$ cat src/hdl/adsr_envelope_generator_top_defines.svh
// ----------------------------------------------------------------------------
// ADSR envelope generator assertion macros
// Shared concurrent assertion forms, clocked on clk and held off in reset.
// ----------------------------------------------------------------------------
`ifndef ADSR_ENVELOPE_GENERATOR_TOP_DEFINES_SVH
`define ADSR_ENVELOPE_GENERATOR_TOP_DEFINES_SVH

// same-cycle implication
`define ADSR_ASSERT_IMP(lbl, ante, cons, msg) \
  lbl: assert property (@(posedge clk) disable iff (rst) (ante) |-> (cons)) else $error(msg);

// next-cycle implication
`define ADSR_ASSERT_NXT(lbl, ante, cons, msg) \
  lbl: assert property (@(posedge clk) disable iff (rst) (ante) |=> (cons)) else $error(msg);

`endif

$ cat src/hdl/adsr_pkg.sv
// ----------------------------------------------------------------------------
// ADSR envelope package
// Shared types and fixed-point constants for the envelope generator.
// ----------------------------------------------------------------------------
`default_nettype none

package adsr_pkg;

  localparam int LVL_W  = 17;   // Q1.16 level
  localparam int TIME_W = 13;
  localparam int COEF_W = 16;

  localparam logic [LVL_W-1:0]  FULL_SCALE = 17'd65536;
  localparam logic [TIME_W-1:0] TIME_MIN   = 13'd10;
  localparam logic [TIME_W-1:0] TIME_MAX   = 13'd5000;

  // register map, word index on paddr[4:2]
  typedef enum logic [2:0] {
    REG_ATTACK,
    REG_DECAY,
    REG_SUSTAIN,
    REG_RELEASE,
    REG_ENABLE,
    REG_COEFF
  } adsr_reg_t;

  typedef struct packed {
    logic [TIME_W-1:0] attack_time_ms;
    logic [TIME_W-1:0] decay_time_ms;
    logic [LVL_W-1:0]  sustain_level;
    logic [TIME_W-1:0] release_time_ms;
    logic              envelope_enable;
    logic [COEF_W-1:0] smoothing_coeff;
  } adsr_cfg_t;

endpackage

`default_nettype wire

$ cat src/hdl/adsr_cfg.sv
// ----------------------------------------------------------------------------
// ADSR configuration registers
// APB-style register file; writes complete in the access cycle, reads are
// combinational and pready is tied high.
// ----------------------------------------------------------------------------
`default_nettype none

module adsr_cfg (
  input  wire logic              clk,
  input  wire logic              rst,
  input  wire logic              psel,
  input  wire logic              penable,
  input  wire logic              pwrite,
  input  wire logic [4:0]        paddr,
  input  wire logic [31:0]       pwdata,
  output logic      [31:0]       prdata,
  output logic                   pready,
  output adsr_pkg::adsr_cfg_t    cfg
);
  import adsr_pkg::*;

  adsr_reg_t idx;
  logic      wr_en;

  assign idx    = adsr_reg_t'(paddr[4:2]);
  assign pready = 1'b1;
  assign wr_en  = psel && penable && pwrite;

  always_ff @(posedge clk) begin
    if (rst) begin
      cfg.attack_time_ms  <= TIME_MIN;
      cfg.decay_time_ms   <= TIME_MIN;
      cfg.sustain_level   <= '0;
      cfg.release_time_ms <= TIME_MIN;
      cfg.envelope_enable <= 1'b0;
      cfg.smoothing_coeff <= 16'd32768;
    end else if (wr_en) begin
      unique case (idx)
        REG_ATTACK:  cfg.attack_time_ms  <= pwdata[TIME_W-1:0];
        REG_DECAY:   cfg.decay_time_ms   <= pwdata[TIME_W-1:0];
        REG_SUSTAIN: cfg.sustain_level   <= pwdata[LVL_W-1:0];
        REG_RELEASE: cfg.release_time_ms <= pwdata[TIME_W-1:0];
        REG_ENABLE:  cfg.envelope_enable <= pwdata[0];
        REG_COEFF:   cfg.smoothing_coeff <= pwdata[COEF_W-1:0];
        default: ;
      endcase
    end
  end

  always_comb begin
    prdata = '0;
    unique case (idx)
      REG_ATTACK:  prdata = 32'(cfg.attack_time_ms);
      REG_DECAY:   prdata = 32'(cfg.decay_time_ms);
      REG_SUSTAIN: prdata = 32'(cfg.sustain_level);
      REG_RELEASE: prdata = 32'(cfg.release_time_ms);
      REG_ENABLE:  prdata = 32'(cfg.envelope_enable);
      REG_COEFF:   prdata = 32'(cfg.smoothing_coeff);
      default:     prdata = '0;
    endcase
  end

endmodule

`default_nettype wire

$ cat src/hdl/adsr_div.sv
// ----------------------------------------------------------------------------
// ADSR increment divider
// Restoring divider, one quotient bit per cycle. The caller guarantees the
// quotient fits QW bits, so only the low QW numerator bits are iterated.
// ----------------------------------------------------------------------------
`default_nettype none

module adsr_div #(
  parameter int NW = 36,
  parameter int DW = 30,
  parameter int QW = 14
) (
  input  wire logic          clk,
  input  wire logic          rst,
  input  wire logic          start,
  input  wire logic [NW-1:0] num,
  input  wire logic [DW-1:0] den,
  output logic               done,
  output logic      [QW-1:0] quo
);

  localparam int CNT_W = $clog2(QW + 1);

  logic [DW-1:0]    rem;
  logic [DW-1:0]    dvs;
  logic [CNT_W-1:0] cnt;
  logic             busy;
  logic [DW:0]      trial;
  logic             fits;

  assign trial = {rem, quo[QW-1]};
  assign fits  = trial >= {1'b0, dvs};

  always_ff @(posedge clk) begin
    if (rst) begin
      busy <= 1'b0;
      done <= 1'b0;
      cnt  <= '0;
    end else begin
      done <= 1'b0;
      if (start) begin
        rem  <= DW'(num >> QW);   // below den by construction
        quo  <= num[QW-1:0];
        dvs  <= den;
        cnt  <= CNT_W'(QW);
        busy <= 1'b1;
      end else if (busy) begin
        rem <= fits ? DW'(trial - {1'b0, dvs}) : trial[DW-1:0];
        quo <= {quo[QW-2:0], fits};
        cnt <= cnt - CNT_W'(1);
        if (cnt == CNT_W'(1)) begin
          busy <= 1'b0;
          done <= 1'b1;
        end
      end
    end
  end

endmodule

`default_nettype wire

$ cat src/hdl/adsr_envelope_generator_top.sv
// ----------------------------------------------------------------------------
// ADSR envelope generator
// Linear attack/decay/sustain/release envelope with one-pole smoothing,
// advanced one control tick per input transfer.
// ----------------------------------------------------------------------------
// Usage:
//   s_* stream: one transfer per control tick; s_tdata[0] key_held,
//   s_tdata[17:1] pressure (Q1.16).
//   m_* stream: one result per tick, m_tdata[16:0] amplitude (Q1.16).
//   APB port: six registers at byte addresses 0,4,..,20; write only while idle.
// Sequence: each tick runs from the input transfer through the states PROD,
//   DIVS, DIVW, STEP, FILT, SMTH and OUT to m_tvalid. In DIVW the restoring
//   divider, one quotient bit per cycle, forms the increment, a quotient of QW
//   bits (14 at the default parameters). s_tready is high only while the
//   sequencer is idle, so a new tick is not taken until the last has left OUT.
// Stall: the result sits in the output register until m_tready; a new tick
//   may be taken meanwhile and waits in its final stage for the register.
// Reset: level, phase, smoothed level and registers go to their defaults.
// ----------------------------------------------------------------------------
`default_nettype none
`include "adsr_envelope_generator_top_defines.svh"

module adsr_envelope_generator_top #(
  parameter int BLOCK_SIZE  = 256,
  parameter int SAMPLE_RATE = 48000
) (
  input  wire logic        clk,
  input  wire logic        rst,
  // tdata: key_held [0], pressure [17:1]
  input  wire logic [23:0] s_tdata,
  input  wire logic        s_tvalid,
  output logic             s_tready,
  // tdata: amplitude [16:0]
  output logic      [23:0] m_tdata,
  output logic             m_tvalid,
  input  wire logic        m_tready,
  input  wire logic        psel,
  input  wire logic        penable,
  input  wire logic        pwrite,
  input  wire logic [4:0]  paddr,
  input  wire logic [31:0] pwdata,
  output logic      [31:0] prdata,
  output logic             pready
);
  import adsr_pkg::*;

  localparam longint unsigned K_MUL   = 64'(BLOCK_SIZE) * 64'd250;
  localparam longint unsigned NUM_MAX = K_MUL * 64'd65536;
  localparam longint unsigned DEN_MAX = 64'(SAMPLE_RATE) * 64'd5000;
  localparam longint unsigned Q_MAX   = NUM_MAX / (64'(SAMPLE_RATE) * 64'd10);
  localparam int NW = $clog2(NUM_MAX + 64'd1);
  localparam int DW = $clog2(DEN_MAX + 64'd1);
  localparam int QW = $clog2(Q_MAX + 64'd1);
  localparam int CW = (QW > LVL_W + 1) ? QW : LVL_W + 1;
  localparam logic [NW-1:0] K_C  = NW'(K_MUL);
  localparam logic [DW-1:0] SR_C = DW'(SAMPLE_RATE);
  localparam logic [CW-1:0] FS_W = CW'(FULL_SCALE);

  typedef enum logic [2:0] {
    S_IDLE, S_PROD, S_DIVS, S_DIVW, S_STEP, S_FILT, S_SMTH, S_OUT
  } state_t;

  state_t    state;
  adsr_cfg_t cfg;

  // per-tick registers
  logic              held;
  logic [LVL_W-1:0]  pressure;
  logic [NW-1:0]     num;
  logic [DW-1:0]     den;
  logic [LVL_W+COEF_W-1:0] prod;
  logic              up;
  logic [LVL_W-1:0]  amp;

  // envelope state
  logic [LVL_W-1:0]  level;
  logic              in_decay;
  logic              last_enable;
  logic [LVL_W-1:0]  smoothed_level;

  logic              div_done;
  logic [QW-1:0]     quo;

  logic [TIME_W-1:0] t_sel;
  logic [TIME_W-1:0] t_clamped;
  logic [LVL_W-1:0]  sus;
  logic [LVL_W-1:0]  span;
  logic [LVL_W-1:0]  level_next;
  logic              in_decay_next;
  logic [CW-1:0]     inc_w;
  logic [CW-1:0]     lvl_w;
  logic [CW-1:0]     sus_w;
  logic [LVL_W-1:0]  diff;
  logic [LVL_W-1:0]  corr;
  logic [LVL_W-1:0]  smoothed_next;
  logic              s_xfer;
  logic              out_free;

  adsr_cfg u_cfg (
    .clk, .rst, .psel, .penable, .pwrite, .paddr, .pwdata, .prdata, .pready,
    .cfg
  );

  adsr_div #(.NW(NW), .DW(DW), .QW(QW)) u_div (
    .clk, .rst,
    .start (state == S_DIVS),
    .num, .den,
    .done  (div_done),
    .quo
  );

  assign s_tready = (state == S_IDLE);
  assign s_xfer   = s_tvalid && s_tready;
  assign out_free = !m_tvalid || m_tready;
  assign sus      = (cfg.sustain_level > FULL_SCALE) ? FULL_SCALE : cfg.sustain_level;

  // phase selects the time register and the span of the ramp
  always_comb begin
    if (!held) begin
      t_sel = cfg.release_time_ms;
      span  = FULL_SCALE;
    end else if (in_decay) begin
      t_sel = cfg.decay_time_ms;
      span  = FULL_SCALE - sus;
    end else begin
      t_sel = cfg.attack_time_ms;
      span  = FULL_SCALE;
    end
    if (t_sel < TIME_MIN) begin
      t_clamped = TIME_MIN;
    end else if (t_sel > TIME_MAX) begin
      t_clamped = TIME_MAX;
    end else begin
      t_clamped = t_sel;
    end
  end

  // envelope step, each move capped at its target; a change of enable zeroes the level
  always_comb begin
    inc_w         = CW'(quo);
    lvl_w         = CW'(level);
    sus_w         = CW'(sus);
    level_next    = level;
    in_decay_next = in_decay;
    if (!held) begin
      level_next    = (inc_w > lvl_w) ? '0 : LVL_W'(lvl_w - inc_w);
      in_decay_next = 1'b0;
    end else if (!in_decay) begin
      if (inc_w >= FS_W - lvl_w) begin
        level_next    = FULL_SCALE;
        in_decay_next = 1'b1;
      end else begin
        level_next = LVL_W'(lvl_w + inc_w);
      end
    end else if (lvl_w > sus_w) begin
      level_next = (inc_w > lvl_w - sus_w) ? sus : LVL_W'(lvl_w - inc_w);
    end else begin
      level_next = sus;
    end
    if (cfg.envelope_enable != last_enable) begin
      level_next = '0;
    end
  end

  assign diff = (level >= smoothed_level) ? level - smoothed_level
                                          : smoothed_level - level;
  assign corr = prod[LVL_W+COEF_W-1:COEF_W];
  assign smoothed_next = up ? smoothed_level + corr : smoothed_level - corr;

  always_ff @(posedge clk) begin
    if (rst) begin
      state          <= S_IDLE;
      m_tvalid       <= 1'b0;
      level          <= '0;
      in_decay       <= 1'b0;
      last_enable    <= 1'b0;
      smoothed_level <= '0;
    end else begin
      if (state == S_OUT && out_free) begin
        m_tdata  <= 24'(amp);
        m_tvalid <= 1'b1;
      end else if (m_tready) begin
        m_tvalid <= 1'b0;
      end
      unique case (state)
        S_IDLE: begin
          if (s_xfer) begin
            held     <= s_tdata[0];
            pressure <= s_tdata[LVL_W:1];
            state    <= S_PROD;
          end
        end
        S_PROD: begin
          num   <= K_C * NW'(span);
          den   <= SR_C * DW'(t_clamped);
          state <= S_DIVS;
        end
        S_DIVS: state <= S_DIVW;
        S_DIVW: begin
          if (div_done) begin
            state <= S_STEP;
          end
        end
        S_STEP: begin
          level       <= level_next;
          in_decay    <= in_decay_next;
          last_enable <= cfg.envelope_enable;
          state       <= S_FILT;
        end
        S_FILT: begin
          up    <= level >= smoothed_level;
          prod  <= diff * cfg.smoothing_coeff;
          state <= S_SMTH;
        end
        S_SMTH: begin
          if (cfg.envelope_enable) begin
            smoothed_level <= smoothed_next;
            amp            <= smoothed_next;
          end else begin
            amp <= (pressure > FULL_SCALE) ? FULL_SCALE : pressure;
          end
          state <= S_OUT;
        end
        S_OUT: begin
          if (out_free) begin
            state <= S_IDLE;
          end
        end
        default: state <= S_IDLE;
      endcase
    end
  end

  `ADSR_ASSERT_IMP(a_level_range, 1'b1, level <= FULL_SCALE, "level above full scale")
  `ADSR_ASSERT_IMP(a_smooth_range, 1'b1, smoothed_level <= FULL_SCALE, "smoothed level high")
  `ADSR_ASSERT_NXT(a_accept_start, s_xfer, state == S_PROD, "accepted tick did not start")
  `ADSR_ASSERT_IMP(a_div_done_state, div_done, state == S_DIVW, "divider done outside wait")

endmodule

`default_nettype wire

$ cat config.mk
export PLATFORM = sky130hd
export DESIGN_NAME = adsr_envelope_generator_top
export DESIGN_NICKNAME = d
export VERILOG_FILES = /design/src/hdl/adsr_pkg.sv /design/src/hdl/adsr_cfg.sv /design/src/hdl/adsr_div.sv /design/src/hdl/adsr_envelope_generator_top.sv
export VERILOG_INCLUDE_DIRS = /design/src /design/src/hdl
export SDC_FILE = /design/constraint.sdc
export NUM_CORES = 2
export LEC_CHECK = 0
export ABC_CLOCK_PERIOD_IN_PS = 11950
export BUFFER_PORTS_ARGS = -buffer_cell sky130_fd_sc_hd__buf_2
export CELL_PAD_IN_SITES_DETAIL_PLACEMENT = 1
export CELL_PAD_IN_SITES_GLOBAL_PLACEMENT = 2
export CORE_MARGIN = 3
export CORE_UTILIZATION = 42
export DETAILED_ROUTE_END_ITERATION = 10
export GPL_TIMING_DRIVEN = 0
export PLACE_DENSITY = 0.82
export SLEW_MARGIN = 25
export SYNTH_ARGS = -nofsm -noshare
export SYNTH_HDL_FRONTEND = slang
export SYNTH_HIERARCHICAL = 1
export SYNTH_SLANG_ARGS = --single-unit
export TNS_END_PERCENT = 30
$ cat constraint.sdc
create_clock -name clk -period 11.95 [get_ports clk]
set_clock_uncertainty 0.05 [all_clocks]
set_input_delay 0.5975 -clock clk [delete_from_list [all_inputs] [get_ports clk]]
set_output_delay 0.5975 -clock clk [all_outputs]
set_load 0.02 [all_outputs]
# == Word-level counts from Yosys, hierarchy flattened ==
# Cells that the tools add are included.
# totals
register_bits,312
in_bits,68
out_inout_bits,59
wordCells,138
# classes
addsub,11
n_mul,3
order_cmp,10
eq_ne,17
mux,39
n_bitwise,2
n_reduce_logical,27
# op_table
cell,count
17-bit 2-to-1 mux,14
17-bit one-hot mux with 6 select lines,1
28-bit 2-to-1 mux,2
13-bit 2-to-1 mux,4
17-bit subtractor,3
"17-bit > comparator, second input constant",2
17-bit by 16-bit multiplier with 33-bit output,1
29-bit by 28-bit >= comparator with 1-bit output,1
14-bit 2-to-1 mux,2
28-bit subtractor,1
2-bit AND reduction,13
3-bit one-hot mux with 8 select lines,1
"7-bit by 17-bit multiplier with 23-bit output, first input constant",1
"9-bit by 13-bit multiplier with 21-bit output, first input constant",1
"3-bit == test, second input constant",6
14-bit by 18-bit >= comparator with 1-bit output,1
14-bit by 18-bit > comparator with 1-bit output,1
18-bit 2-to-1 mux,1
17-bit by 17-bit subtractor with 18-bit output,1
"17-bit by 17-bit subtractor with 18-bit output, first input constant",1
17-bit by 14-bit adder with 17-bit output,1
17-bit adder,1
17-bit >= comparator,1
14-bit by 17-bit > comparator with 1-bit output,1
24 further kinds,47

# == Logic depth before layout (Yosys ltp) ==
# logic_depth
ltp_word,9
ltp_mapped,39
mapped_depth_nobuf,36

# == Cells and area by module ==
# Netlist, hierarchy kept.
# by_module_without_submodules
module,instances,cells_each,area_per_inst_um2,seq_area_each_um2
adsr_envelope_generator_top,1,2827,25759.7,4224.1
adsr_div,1,477,4827.1,2222.1
adsr_cfg,1,384,3737.3,1461.4

# == Worst setup path after synthesis ==
# OpenSTA, ideal clock, no wires.
# synth_path
path_kind,register to register
start,register level[1]
end,"register prod[30], data pin"
setup_time_ps,266
t_arrival_ps,8488
t_required_ps,11634
setup_slack_ps,3146
stages_incl_launch_ff,34
n_path_buf,1
synth_period_minus_slack_ps,8804
cell_sequence,dfxtp_1 > inv_1 > ha_1 > nor2b_1 > a41o_1 > o31ai_1 > nor4_2 > or3_1 > o31ai_1 > o221ai_1 > a221oi_1 > xnor2_1 > buf_2 > nand2_1 > fa_1 > fa_1 > fa_1 > fa_1 > inv_1 > fa_1 > inv_1 > fa_1 > inv_1 > ha_1 > a21o_1 > a21o_1 > a21oi_1 > o21ai_0 > a21o_1 > a41oi_2 > o21ai_2 > a31oi_2 > o221ai_1 > xor2_1
# synth_via
elab_chain_len,3
elab_cells_between_ends,5
cone_classes,add/sub: 2; mul: 1; order compare: 1; mux: 1
# synth_lines
item,line_no,text
start: declaration,adsr_envelope_generator_top.sv:76,logic [LVL_W-1:0] level;
start signal: assignment,adsr_envelope_generator_top.sv:205,level <= level_next;
17-bit subtractor (tied with other cells),adsr_envelope_generator_top.sv:166,: smoothed_level - level;
17-bit 2-to-1 mux *,adsr_envelope_generator_top.sv:165,assign diff = (level >= smoothed_level) ? level - smoothed_level
17-bit by 16-bit multiplier with 33-bit output *,adsr_envelope_generator_top.sv:212,prod <= diff * cfg.smoothing_coeff;
end signal: assignment,adsr_envelope_generator_top.sv:212,
end: declaration,adsr_envelope_generator_top.sv:71,logic [LVL_W+COEF_W-1:0] prod;
# Mark *: on every way between the ends. The rest lies on a longest branch, timed or not.
# A chain may end at the register's enable or synchronous reset.

# == Final worst setup path ==
# Ends and elaborated chain as after synthesis.

==> metrics.md <==
| Metric | Value |
|---|---|
| Outcome | `finished clean` |
| Final total negative setup slack | `0 ps` |
| Final worst slack | `between 700 and 800 ps` |
| Gpl congestion | `between 0.8 and 0.9` |
| Rows | `104` |
| Synth warn | `6` |
| Register area share after synthesis | `0.230` |
| Critical path type | `flop to flop` |
| Port bufs | `78` |
| R2r endpoint | `prod[30]` |
| Hold Path Cell Cnt | `1` |
| Crit-path max cell delay | `800 ps` |
| CP endpoint kind | `flop` |
| Ys async rst share | `0` |
| Area grow syn2layout | `9.83%` |
| Avg WL per Cell | `21.4 um` |
| Vias post-DR | `27200` |
| Clock sink count | `~300` |
| Global-route wire length before repair | `~170 mm` |
| Tot GR Track Use | `0.249` |
| Commonest non-fill, non-tap cell in the layout | `inv_1` |
| Area of the multi-input gates | `roughly 0.024 mm^2` |
| Initial antenna violation count | `2` |
| Critical path data required time | `12210 ps` |
| CTS tree | `built` |
| Clock latency on the worst-skew pair | `approximately 590 ps` |
| Synth top area share | `0.189` |
| FF-to-FF setup slack | `730 ps` |
| Max-slew violation count | `0` |
| Top cells by area, synth | `fa_1 (19%), edfxtp_1 (16%), ha_1 (13%)` |
| Max FO, Critical Path | `11` |
| Most frequent cells in the layout | `inv_1 (477), ha_1 (367), nand2_1 (336)` |
| Tcrit/Tclk final | `0.939` |
| Fraction of layout cells with a size suffix above 1 | `0.0771` |
| # diodes | `0` |
| Final instance area | `0.0377 mm^2` |
| Rel. slew slack | `0.235` |
| Buf/Inv on CP | `7` |
| CP arrival | `approximately 11000 ps` |
| Largest net degree at the start of global routing | `28` |
| Full die area | `about 0.085 mm^2` |
| CP delay by family, top | `adder cells` |
| Worst reg-to-reg path cell count | `34` |
| RSZ-0062 raised after global routing | `false` |
| Clock buffer depth | `3` |
| Vias in the first global route | `slightly below 30000` |
| Resize count post-CTS | `0` |
| Max Freq | `roughly 90 MHz` |
| Worst hold endpoint | `pressure[12]` |
| Hold_buf cts | `0` |
| Core ar. | `around 0.08 mm^2` |
| Post-Syn Area | `~0.034 mm^2` |
| 1st-iter DRT viols | `1623` |
| CP max-delay cell | `xor2_1` |
| Chip width | `approximately 290 um` |
| Ys flop type | `edfxtp_1` |
| Clock root cell | `clkbuf_16` |
| Seq cells post-synth | `between 300 and 400` |
| Top cell by count, worst path | `fa_1` |
| Critical hold path startpoint | `s_tdata[13]` |
| Antenna Violating Nets Remaining | `0` |
| # setup viols final | `0` |
| Total power | `slightly below 3 mW` |
| Clock Pin Slew Worst Setup and Hold Paths | `around 70 ps` |
| 1st-pass router iterations | `7` |
| Crit. Startpoint | `level[1]` |
| Utilization after layout | `0.467` |
| Total setup buffers inserted after CTS | `0` |
| Netlist cell types | `99` |
| H-Tree Depth | `2` |
| EDFF count, synth | `roughly 180` |
| Leakage dissipation | `17.4 nW` |
| Die Y-Extent | `slightly below 300 um` |
| Cts bufs inserted | `39` |
| Worst r2r src | `level[1]` |
| Worst IR Drop VDD | `0.0000795 V` |
| Pre-CTS WS | `904 ps` |
| P per Cell Area | `between 70 and 80 mW/mm^2` |
| DRC Markers | `0` |
| Final hold viol count | `0` |
| Initial Utilization | `0.425` |
| Grt ovf | `0` |
| Nets | `around 4600` |
| Yosys top cell by area | `fa_1` |
| Dpl cell area | `roughly 0.036 mm^2` |
| Seq. cell area | `~0.008 mm^2` |
| CP Launch Type | `flop` |
| Hold Crit Class | `input port to flop` |
| I/O pin total | `127` |
| Fillcell total | `approximately 9300` |
| Post-route minimum period | `around 11000 ps` |
| DP HPWL | `between 80 and 90 mm` |
| Tightest Pin Transition | `between 1000 and 1500 ps` |
| Mean number of vias per cell | `approximately 5.5` |
| Total Wirelength | `106 mm` |
| Syn avg cell area | `9.31 um^2` |
| Post-synthesis cell count | `~3700` |
| Max-cap viol count | `0` |
[power by group]
group / leakage, nW / total [mW] / switching [mW] / internal, mW
sequential: 2.63 / 1.19 / 0.0252 / 1.16
clock: 0.647 / 1.22 / 0.524 / 0.697
combinational: 14.2 / 0.554 / 0.334 / 0.220
[cell type report]
class | count | area share
sequential | 303 | 0.210
clock buffer | 47 | 0.0273
clock inverter | 25 | 0.00777
buffer | 157 | 0.0208
multi-input combinational | 2787 | 0.639
inverter | 477 | 0.0475
timing repair buffer | 84 | 0.0127
tap | 1060 | 0.0352
[state kept, by name (all words and copies together), names as in the netlist, 3 cells and up]
| register | cells |
|---|---|
| u_div/dvs | 28 |
| amp | 17 |
| num | 23 |
| u_div/cnt | 4 |
| prod | 17 |
| u_div/rem | 28 |
| u_cfg/cfg | 73 |
| m_tdata | 17 |
| den | 21 |
| pressure | 17 |
| smoothed_level | 17 |
| state | 3 |
| level | 17 |
| u_div/quo | 14 |
[logic make-up (layout without fill, tap and decap cells)]
family                   after synthesis  after routing  share of synthesized area
other                                  3             39                   0.000328
buffers and inverters                634            790                     0.0751
adder cells (fa/ha/maj)              691            691                      0.323
flip-flops                           303            303                      0.230
multiplexers                         141            141                     0.0425
XOR/XNOR                             188            188                     0.0480
AND/OR/NAND/NOR                     1051           1051                      0.153
AO/OA/AOI/OAI                        677            677                      0.128
[metal layers]
metal	part of all wire	up-vias	global-route usage
met5	0.00012	-	0
met4	0.020	2	0.0515
met3	0.054	117	0.0383
met2	0.44	611	0.391
met1	0.48	13800	0.365
li1	-	12700	-
[worst max-delay path by stage]
| stage | endpoint | slack (ps) | cells after the start |
|---|---|---|---|
| floorplan | prod[30] | 3150 | 33 |
| global placement | prod[30] | 610 | 33 |
| detailed placement | prod[30] | 900 | 34 |
| CTS | prod[30] | 840 | 34 |
| global route | prod[30] | 210 | 34 |
| finish | prod[30] | 730 | 34 |
[stage by stage]
| step | instances | hold slack (ps) |
|---|---|---|
| global placement | 4862 | 352 |
| floorplan | 3724 | 350 |
| CTS | 4940 | 117 |
| global route | 4940 | 125 |
| finish | 4940 | 150 |
| detailed placement | 4868 | 356 |
[synthesized netlist by cell type, types with 89 or more instances]
| library cell | n |
|---|---|
| nand2_1 | 336 |
| dfxtp_1 | 119 |
| clkbuf_1 | 89 |
| ha_1 | 367 |
| nor2_1 | 191 |
| o21ai_0 | 136 |
| and2_1 | 126 |
| fa_1 | 324 |
| xnor2_1 | 133 |
| a21oi_1 | 205 |
| edfxtp_1 | 184 |
| inv_1 | 477 |
| nand2b_1 | 93 |
| mux2i_1 | 106 |
Power figures use the tool's default switching activity.
